===== src/rtl/core/mcc_pkg.sv =====
// ----------------------------------------------------------------------------
// mcc_pkg
// shared types, codes and defaults of the midi control surface
// ----------------------------------------------------------------------------
package mcc_pkg;

	localparam int PAGES_DEFAULT = 4;
	localparam int CONTROLS_PER_PAGE_DEFAULT = 6;

	localparam int CFG_W = 7;
	localparam int CFG_IDX_W = 3;

	// register indexes
	localparam logic [CFG_IDX_W-1:0] REG_MIDI_CHANNEL     = 3'd0;
	localparam logic [CFG_IDX_W-1:0] REG_ENCODER_MIN      = 3'd1;
	localparam logic [CFG_IDX_W-1:0] REG_ENCODER_MAX      = 3'd2;
	localparam logic [CFG_IDX_W-1:0] REG_BUTTON_ON_LEVEL  = 3'd3;
	localparam logic [CFG_IDX_W-1:0] REG_BUTTON_OFF_LEVEL = 3'd4;
	localparam logic [CFG_IDX_W-1:0] REG_ENCODER_CC_BASE  = 3'd5;
	localparam logic [CFG_IDX_W-1:0] REG_BUTTON_CC_BASE   = 3'd6;

	// action codes
	localparam logic [1:0] ACT_TURN = 2'd0;
	localparam logic [1:0] ACT_DOWN = 2'd1;
	localparam logic [1:0] ACT_UP   = 2'd2;

	localparam logic [3:0] CC_STATUS_NIBBLE = 4'hB;
	localparam logic [6:0] ODD_PAGE_ENCODER_RESET = 7'd64;
	localparam logic [6:0] EVEN_PAGE_ENCODER_RESET = 7'd0;

	typedef struct packed {
		logic [1:0]        action;
		logic [1:0]        page;
		logic [2:0]        control;
		logic signed [7:0] delta;
	} in_item_t;

	typedef struct packed {
		logic [7:0] midi_byte;
		logic       last;
	} out_item_t;

	typedef struct packed {
		logic [3:0] midi_channel;
		logic [6:0] encoder_min;
		logic [6:0] encoder_max;
		logic [6:0] button_on_level;
		logic [6:0] button_off_level;
		logic [6:0] encoder_cc_base;
		logic [6:0] button_cc_base;
	} cfg_t;

	typedef enum logic [1:0] {
		BYTE_STATUS,
		BYTE_CC,
		BYTE_VALUE
	} byte_sel_t;

	// controller to datapath
	typedef struct packed {
		logic      load;
		logic      read;
		logic      commit;
		logic      emit;
		byte_sel_t byte_sel;
	} dp_cmd_t;

	// datapath to controller
	typedef struct packed {
		logic emit;
	} dp_status_t;

endpackage


===== src/rtl/core/mcc_cfg_regs.sv =====
// ----------------------------------------------------------------------------
// mcc_cfg_regs
// configuration register bank with plain write port
// ----------------------------------------------------------------------------
module mcc_cfg_regs (
	input  logic                          clk,
	input  logic                          arst_n,
	input  logic                          cfg_we,
	input  logic [mcc_pkg::CFG_IDX_W-1:0] cfg_index,
	input  logic [mcc_pkg::CFG_W-1:0]     cfg_wdata,
	output mcc_pkg::cfg_t                 cfg
);
	import mcc_pkg::*;

	cfg_t cfg_q;

	always_ff @(posedge clk or negedge arst_n) begin
		if (!arst_n) begin
			cfg_q.midi_channel     <= 4'd0;
			cfg_q.encoder_min      <= 7'd0;
			cfg_q.encoder_max      <= 7'd127;
			cfg_q.button_on_level  <= 7'd127;
			cfg_q.button_off_level <= 7'd0;
			cfg_q.encoder_cc_base  <= 7'd16;
			cfg_q.button_cc_base   <= 7'd60;
		end else if (cfg_we) begin
			unique case (cfg_index)
				REG_MIDI_CHANNEL:     cfg_q.midi_channel     <= cfg_wdata[3:0];
				REG_ENCODER_MIN:      cfg_q.encoder_min      <= cfg_wdata;
				REG_ENCODER_MAX:      cfg_q.encoder_max      <= cfg_wdata;
				REG_BUTTON_ON_LEVEL:  cfg_q.button_on_level  <= cfg_wdata;
				REG_BUTTON_OFF_LEVEL: cfg_q.button_off_level <= cfg_wdata;
				REG_ENCODER_CC_BASE:  cfg_q.encoder_cc_base  <= cfg_wdata;
				REG_BUTTON_CC_BASE:   cfg_q.button_cc_base   <= cfg_wdata;
				default: ;
			endcase
		end
	end

	assign cfg = cfg_q;

endmodule


===== src/rtl/core/mcc_ctrl.sv =====
// ----------------------------------------------------------------------------
// mcc_ctrl
// sequencer: read, update, then three message bytes
// ----------------------------------------------------------------------------
module mcc_ctrl (
	input  logic                clk,
	input  logic                arst_n,
	input  logic                start,
	input  mcc_pkg::dp_status_t status,
	output mcc_pkg::dp_cmd_t    cmd,
	output logic                busy
);
	import mcc_pkg::*;

	typedef enum logic [2:0] {
		ST_IDLE,
		ST_READ,
		ST_CALC,
		ST_BYTE0,
		ST_BYTE1,
		ST_BYTE2
	} state_t;

	state_t state_q;

	always_ff @(posedge clk or negedge arst_n) begin
		if (!arst_n) begin
			state_q <= ST_IDLE;
		end else begin
			unique case (state_q)
				ST_IDLE:  if (start) state_q <= ST_READ;
				ST_READ:  state_q <= ST_CALC;
				ST_CALC:  state_q <= status.emit ? ST_BYTE0 : ST_IDLE;
				ST_BYTE0: state_q <= ST_BYTE1;
				ST_BYTE1: state_q <= ST_BYTE2;
				ST_BYTE2: state_q <= ST_IDLE;
				default:  state_q <= ST_IDLE;
			endcase
		end
	end

	always_comb begin
		cmd.load     = (state_q == ST_IDLE) && start;
		cmd.read     = (state_q == ST_READ);
		cmd.commit   = (state_q == ST_CALC);
		cmd.emit     = (state_q == ST_BYTE0) || (state_q == ST_BYTE1) ||
			(state_q == ST_BYTE2);
		unique case (state_q)
			ST_BYTE1: cmd.byte_sel = BYTE_CC;
			ST_BYTE2: cmd.byte_sel = BYTE_VALUE;
			default:  cmd.byte_sel = BYTE_STATUS;
		endcase
	end

	assign busy = (state_q != ST_IDLE);

endmodule


===== src/rtl/core/mcc_datapath.sv =====
// ----------------------------------------------------------------------------
// mcc_datapath
// control state memory, encoder clamp, button logic and byte mux
// ----------------------------------------------------------------------------
module mcc_datapath #(
	parameter int PAGES = mcc_pkg::PAGES_DEFAULT,
	parameter int CONTROLS_PER_PAGE = mcc_pkg::CONTROLS_PER_PAGE_DEFAULT
) (
	input  logic                 clk,
	input  logic                 arst_n,
	input  mcc_pkg::in_item_t    item,
	input  mcc_pkg::cfg_t        cfg,
	input  mcc_pkg::dp_cmd_t     cmd,
	output mcc_pkg::dp_status_t  status,
	output mcc_pkg::out_item_t   result
);
	import mcc_pkg::*;

	localparam int DEPTH = PAGES * CONTROLS_PER_PAGE;
	localparam int SLOT_W = (DEPTH > 1) ? $clog2(DEPTH) : 1;

	// each word holds {button state, encoder value}
	logic [7:0]        mem [DEPTH];
	logic [DEPTH-1:0]  valid_q;

	in_item_t          item_q;
	logic [7:0]        rd_word_q;
	logic              rd_valid_q;
	logic [6:0]        cc_q;
	logic [6:0]        val_q;

	logic [7:0]        slot_full;
	logic [SLOT_W-1:0] slot;
	logic              in_range;
	logic              odd;
	logic [6:0]        old_v;
	logic              old_b;
	logic signed [9:0] sum;
	logic signed [9:0] raised;
	logic signed [9:0] clamped;
	logic [6:0]        new_v;
	logic              new_b;
	logic              emit;
	logic              is_turn;
	logic [7:0]        cc_sum;
	logic              mem_we;

	always_comb begin
		slot_full = 8'(item_q.page) * 8'(CONTROLS_PER_PAGE) + 8'(item_q.control);
		slot      = slot_full[SLOT_W-1:0];
		in_range  = (32'(item_q.page) < PAGES) && (32'(item_q.control) < CONTROLS_PER_PAGE);
		odd       = item_q.page[0];
	end

	always_comb begin
		old_v = rd_valid_q ? rd_word_q[6:0] :
			(odd ? ODD_PAGE_ENCODER_RESET : EVEN_PAGE_ENCODER_RESET);
		old_b = rd_valid_q ? rd_word_q[7] : 1'b0;

		// raise to min first, then lower to max
		sum     = $signed({3'b000, old_v}) + 10'(item_q.delta);
		raised  = (sum < $signed({3'b000, cfg.encoder_min})) ?
			$signed({3'b000, cfg.encoder_min}) : sum;
		clamped = (raised > $signed({3'b000, cfg.encoder_max})) ?
			$signed({3'b000, cfg.encoder_max}) : raised;

		new_v   = old_v;
		new_b   = old_b;
		is_turn = 1'b0;
		emit    = 1'b0;
		case (item_q.action)
			ACT_TURN: begin
				is_turn = 1'b1;
				new_v   = clamped[6:0];
				emit    = (new_v != old_v);
			end
			ACT_DOWN: begin
				new_b = odd ? ~old_b : 1'b1;
				emit  = 1'b1;
			end
			ACT_UP: begin
				new_b = 1'b0;
				emit  = !odd;
			end
			default: ;
		endcase
		emit = in_range && emit;

		cc_sum = 8'(is_turn ? cfg.encoder_cc_base : cfg.button_cc_base) + slot_full;
	end

	assign mem_we = cmd.commit && emit;
	assign status.emit = emit;

	always_ff @(posedge clk) begin
		if (cmd.load)
			item_q <= item;
		if (cmd.read)
			rd_word_q <= mem[slot];
		if (mem_we)
			mem[slot] <= {new_b, new_v};
		if (cmd.commit) begin
			cc_q  <= cc_sum[6:0];
			val_q <= is_turn ? new_v :
				(new_b ? cfg.button_on_level : cfg.button_off_level);
		end
	end

	always_ff @(posedge clk or negedge arst_n) begin
		if (!arst_n) begin
			valid_q    <= '0;
			rd_valid_q <= 1'b0;
		end else begin
			if (cmd.read)
				rd_valid_q <= valid_q[slot];
			if (mem_we)
				valid_q[slot] <= 1'b1;
		end
	end

	always_comb begin
		result.last = 1'b0;
		case (cmd.byte_sel)
			BYTE_CC:    result.midi_byte = {1'b0, cc_q};
			BYTE_VALUE: begin
				result.midi_byte = {1'b0, val_q};
				result.last      = 1'b1;
			end
			default:    result.midi_byte = {CC_STATUS_NIBBLE, cfg.midi_channel};
		endcase
	end

endmodule


===== src/rtl/core/midi_cc_control_surface.sv =====
// ----------------------------------------------------------------------------
// midi_cc_control_surface
// encoder and button events in, three-byte midi control change messages out
// ----------------------------------------------------------------------------
// order: after the accepting edge the block passes the read and calc states,
//   then the status, controller and value bytes follow in consecutive cycles
// events: no new event is taken until the block is back in idle, after the
//   read and calc states and, when it sends a message, the three byte states;
//   set by the registered read of the state memory and the serial byte output
// reset: registers take their defaults, every slot reads as its reset value
//   at once through per-slot valid flops; the receiver cannot stall
// ----------------------------------------------------------------------------
module midi_cc_control_surface #(
	parameter int PAGES = mcc_pkg::PAGES_DEFAULT,
	parameter int CONTROLS_PER_PAGE = mcc_pkg::CONTROLS_PER_PAGE_DEFAULT
) (
	input  logic                          clk,
	input  logic                          arst_n,
	// event transaction: taken when start is high and busy is low
	input  logic                          start,
	output logic                          busy,
	input  mcc_pkg::in_item_t             item,
	// one message byte per strobe cycle
	output logic                          strobe,
	output mcc_pkg::out_item_t            result,
	// register write port
	input  logic                          cfg_we,
	input  logic [mcc_pkg::CFG_IDX_W-1:0] cfg_index,
	input  logic [mcc_pkg::CFG_W-1:0]     cfg_wdata
);
	import mcc_pkg::*;

	cfg_t       cfg;
	dp_cmd_t    cmd;
	dp_status_t status;

	// register bank; write only while idle, the block itself does not enforce it
	mcc_cfg_regs u_cfg (
		.clk       (clk),
		.arst_n    (arst_n),
		.cfg_we    (cfg_we),
		.cfg_index (cfg_index),
		.cfg_wdata (cfg_wdata),
		.cfg       (cfg)
	);

	// sequencer: idle, memory read, update and decide, three byte cycles
	mcc_ctrl u_ctrl (
		.clk    (clk),
		.arst_n (arst_n),
		.start  (start),
		.status (status),
		.cmd    (cmd),
		.busy   (busy)
	);

	// slot memory, clamp and button logic, output byte selection
	mcc_datapath #(
		.PAGES             (PAGES),
		.CONTROLS_PER_PAGE (CONTROLS_PER_PAGE)
	) u_dp (
		.clk    (clk),
		.arst_n (arst_n),
		.item   (item),
		.cfg    (cfg),
		.cmd    (cmd),
		.status (status),
		.result (result)
	);

	// a byte is only ever shown while an event is in flight
	assign strobe = cmd.emit;

`ifndef SYNTHESIS
	// no byte without an event in flight
	a_strobe_busy: assert property (@(posedge clk) disable iff (!arst_n)
		strobe |-> busy)
		else $error("byte strobe while idle");

	// the last byte closes the message
	a_last_ends: assert property (@(posedge clk) disable iff (!arst_n)
		(strobe && result.last) |=> !strobe)
		else $error("strobe continues after last byte");

	// a message opens with a control change status byte
	a_status_first: assert property (@(posedge clk) disable iff (!arst_n)
		$rose(strobe) |-> (result.midi_byte[7:4] == CC_STATUS_NIBBLE && !result.last))
		else $error("message does not start with status byte");

	// a message is three bytes long, closed by the value byte
	a_three_bytes: assert property (@(posedge clk) disable iff (!arst_n)
		$rose(strobe) |-> ##2 (strobe && result.last))
		else $error("message is not three bytes long");
`endif

endmodule


===== config.mk =====
export PLATFORM = sky130hd
export DESIGN_NAME = midi_cc_control_surface
export DESIGN_NICKNAME = d
export VERILOG_FILES = /design/src/rtl/core/mcc_pkg.sv /design/src/rtl/core/mcc_cfg_regs.sv /design/src/rtl/core/mcc_ctrl.sv /design/src/rtl/core/mcc_datapath.sv /design/src/rtl/core/midi_cc_control_surface.sv
export SDC_FILE = /design/constraint.sdc
export NUM_CORES = 1
export LEC_CHECK = 0
export BUFFER_PORTS_ARGS = -buffer_cell sky130_fd_sc_hd__buf_2
export CORE_UTILIZATION = 50
export DETAILED_ROUTE_END_ITERATION = 8
export PLACE_DENSITY_LB_ADDON = 0.12
export RECOVER_POWER = 50
export SYNTH_ARGS = -nofsm -noshare
export SYNTH_HDL_FRONTEND = slang
export SYNTH_SLANG_ARGS = --single-unit

===== constraint.sdc =====
create_clock -name clk -period 10.6 [get_ports clk]
set_input_delay 0.53 -clock clk [delete_from_list [all_inputs] [get_ports clk]]
set_output_delay 0.53 -clock clk [all_outputs]
set_load 0.02 [all_outputs]

==> flow_metrics.tcl <==
set metrics [dict create \
    postCtsSetupBuffers 0 \
    synthAdderAreaFrac_pct 3.47 \
    clock_sinks 303 \
    nets 1054 \
    reg2reg_to "u_dp.mem[2][6]" \
    syn_to_final_growth_pct 11.3 \
    die_x_um 170 \
    synthArstFlopShare_pct 24.4 \
    vdd.ir_drop.worst_mv 0.160 \
    ys_seq_area_share_pct 62.3 \
    cp-startpoint "u_dp.rd_valid_q" \
    cp_max_fo 28 \
    dieArea_um2 28800 \
    place_hpwl_mm 22.0 \
    drv_slew 173 \
    relSlewSlack_pct -172 \
    synth_mux_area_share_pct 13.6 \
    postCtsHoldBufs 0 \
    fin_crit_sh_pct 84.8 \
    cts-resized-gates 0 \
    path_clk_slew_ns 0.06 \
    grt_setup_unrepaired "no" \
    cpPeakStageDelay_ns 1.16 \
    gp_congestion 0.857 \
    finalSetupTns_ns 0 \
    fin_cells 1385 \
    synth_nets 1014 \
    crit_required_ns 10.74 \
    grt_util_met1_pct 34.5 \
    antenna_cells 0 \
    finalSetupViolations 0 \
    violations "max-capacitance violations, max-slew violations" \
    r2r_cells 29 \
    drc 0 \
    grt_usage_pct 23.6 \
    clockRootBuffer "clkbuf_16" \
    grt.busiest_layer "met2" \
    timing.fmax_ghz 0.111 \
    core_um2 27300 \
    hold_slack_ns 0.130 \
    postSynthCellCount 948 \
    hold_viol 0 \
    slowest_stage "clkbuf_1" \
    crit_path_start_kind "flop" \
    gr-usage-met3_pct 3.68 \
    synth_top_family_by_area "multiplexers" \
    critPathCapture "u_dp.mem[2][6]" \
    clock_latency_ns 0.58 \
    synth_xor_xnor_area_share_pct 1.12 \
    ys_ff_latch 303 \
    num_rows 60 \
    cp_common_cell "ha_1" \
    wl_per_cell_um 23.7 \
    power_density_nw_per_um2 329 \
    clock_skew_ns 0.0117 \
    antenna_found_initial 0 \
    drtIter0Drc 674 \
    ant_nets 0 \
    die_h_um 170 \
    power_leakage_nw 5.68 \
    floorplan.initialDensity_pct 51.5 \
    via_count 8263 \
    grt_max_degree 75 \
    max-cap-violations 5 \
    cp_data_arrival_time_ns 9.14 \
    rrSetupSlack_ns 1.61 \
    synthSimpleGateAreaFrac_pct 7.55 \
    fill_cells 2178 \
    ys.flop_type "edfxtp_1" \
    crit_path_end_kind "flop" \
    dpl.cell_count 1327 \
    grt_pass1_vias 8082 \
    vias_per_cell 5.97 \
    timing.rr.start "u_dp.rd_valid_q" \
    criticalPathCategory "flop to flop" \
    clockBufferDepth 3 \
    netlist_area_um2 14000 \
    synth_compound_area_share_pct 8.99 \
    synth_cell_types 75 \
    worstMarginPinSlew_ns 4.08 \
    grt_first_pass_wirelength_mm 50.2 \
    hp-class "input pin to flop" \
    port-buffer-count 39 \
    fin_crit_ns 8.99 \
    grt_use_met2_pct 36.6 \
    yosysWarningCount 0 \
    cts_buffers 31 \
    tritoncts "yes" \
    first_pass_iters 5 \
    htreeDepth 1 \
    syn_area_per_cell_um2 14.8 \
    wl_mm 32.9 \
    worstHoldStart "item[5]" \
    synth_edf_count 229 \
    io_pins 40 \
    outcome "finished, violations left" \
    grt_overflow 0 \
    hold_depth 1 \
    layout-drive-gt1-share_pct 21.2 \
]
how the worst min path moves through the flow:
stage	to	slack [ns]
floorplan	u_cfg.cfg[0]	0.23
global placement	u_dp.valid_q[11]	0.45
detailed placement	u_dp.valid_q[6]	0.46
CTS	u_dp.item_q[5]	0.11
global route	u_dp.item_q[6]	0.11
finish	u_dp.item_q[5]	0.13
through the flow:
step	worst slack [ns]	power, mW	area, um^2	util (%)
floorplan	3.55	3.34	14000	-
global placement	2.35	4.02	14600	53.6
detailed placement	2.14	4.02	14600	53.6
CTS	2.15	5.19	15700	57.7
global route	0.836	5.42	15600	57.4
finish	1.61	5.14	15600	57.4
cell families (layout without fill, tap and decap cells):
| kind of cell | count (synthesis) | after routing |
|---|---|---|
| DFF | 303 | 303 |
| and+or+nand+nor | 216 | 216 |
| AOI/OAI and AO/OA | 172 | 172 |
| muxes | 118 | 118 |
| buffers and inverters | 83 | 148 |
| adders and majority gates | 38 | 38 |
| xor gates and xnor gates | 18 | 18 |
synth_stat cells, drive strengths merged, types with 3 or more instances:
cell / number / area, um^2
edfxtp: 229 / 6880
nand2: 74 / 278
dfrtp: 55 / 1380
mux4: 54 / 1220
nor2: 48 / 180
mux2: 47 / 529
ha: 35 / 438
inv: 34 / 128
clkbuf: 33 / 168
o21ai: 30 / 158
o21bai: 27 / 214
a21oi: 26 / 134
dfstp: 19 / 499
nand3: 19 / 95.1
mux2i: 17 / 170
buf: 16 / 114
nor3: 16 / 80.1
a211oi: 15 / 113
a221o: 11 / 110
nor2b: 11 / 68.8
a22oi: 9 / 67.6
a31oi: 9 / 56.3
nor3b: 9 / 67.6
xnor2: 9 / 78.8
xor2: 9 / 78.8
a21o: 7 / 55.1
and3: 7 / 43.8
o21a: 7 / 52.6
and2: 6 / 40.0
a2111oi: 5 / 62.6
nand2b: 5 / 31.3
nand4b: 4 / 35.0
o22ai: 4 / 25.0
nand3b: 3 / 22.5
nor4: 3 / 25.0
o211ai: 3 / 22.5
worst max-delay path: cells and delay by family (launching register included):
family          cells  cell delay (ns)
simple gates        8             1.14
compound gates     13             3.48
fa+ha+maj           5             1.86
mux                 1             0.18
flops               1             0.60
buf+inv             2             1.28
placed cells by master (no fill, tap or decap), types with 8 or more instances in the layout:
master and count:
nor3b_1 9, mux2i_1 15, buf_4 8, o21bai_1 24, xor2_1 9, mux4_2 54, a21oi_1 24, o21ai_0 28
clkbuf_16 31, a31oi_1 9, mux2_2 45, buf_2 22, nor3_1 16, nand3_1 19, a221o_1 11, nor2b_1 11
dfstp_2 15, clkbuf_1 31, dfrtp_1 55, inv_1 34, a211oi_1 15, xnor2_1 9, ha_1 34, a22oi_1 9
nor2_1 48, edfxtp_1 229, nand2_1 74
registers in the layout, summed over array words and instances, names as in the netlist:
register,flops
u_ctrl.state_q,3
u_dp.rd_valid_q,1
u_cfg.cfg,46
u_dp.valid_q,24
u_dp.cc_q,7
u_dp.val_q,7
u_dp.rd_word_q,8
u_dp.item_q,15
u_dp.mem,192
per-layer routing:
layer / vias up / wire, um
met5: - / 0
li1: 3747 / -
met3: 61 / 2040
met2: 306 / 15100
met1: 4149 / 14800
met4: 0 / 901
power by group:
| part | internal [mW] | switching (mW) |
|---|---|---|
| Combinational | 0.806 | 1.40 |
| Clock | 0.708 | 0.464 |
| Sequential | 1.67 | 0.0947 |
area by class of cell:
class / instances / area, um^2 / area share (%)
clock inverter: 22 / 304 / 1.94
multi-input combinational: 562 / 4920 / 31.5
sequential: 303 / 8750 / 56.0
timing repair buffer: 56 / 268 / 1.71
inverter: 34 / 128 / 0.816
clock buffer: 36 / 795 / 5.08
tap: 372 / 465 / 2.98
No activity file was read; power rests on OpenSTA's default activity.
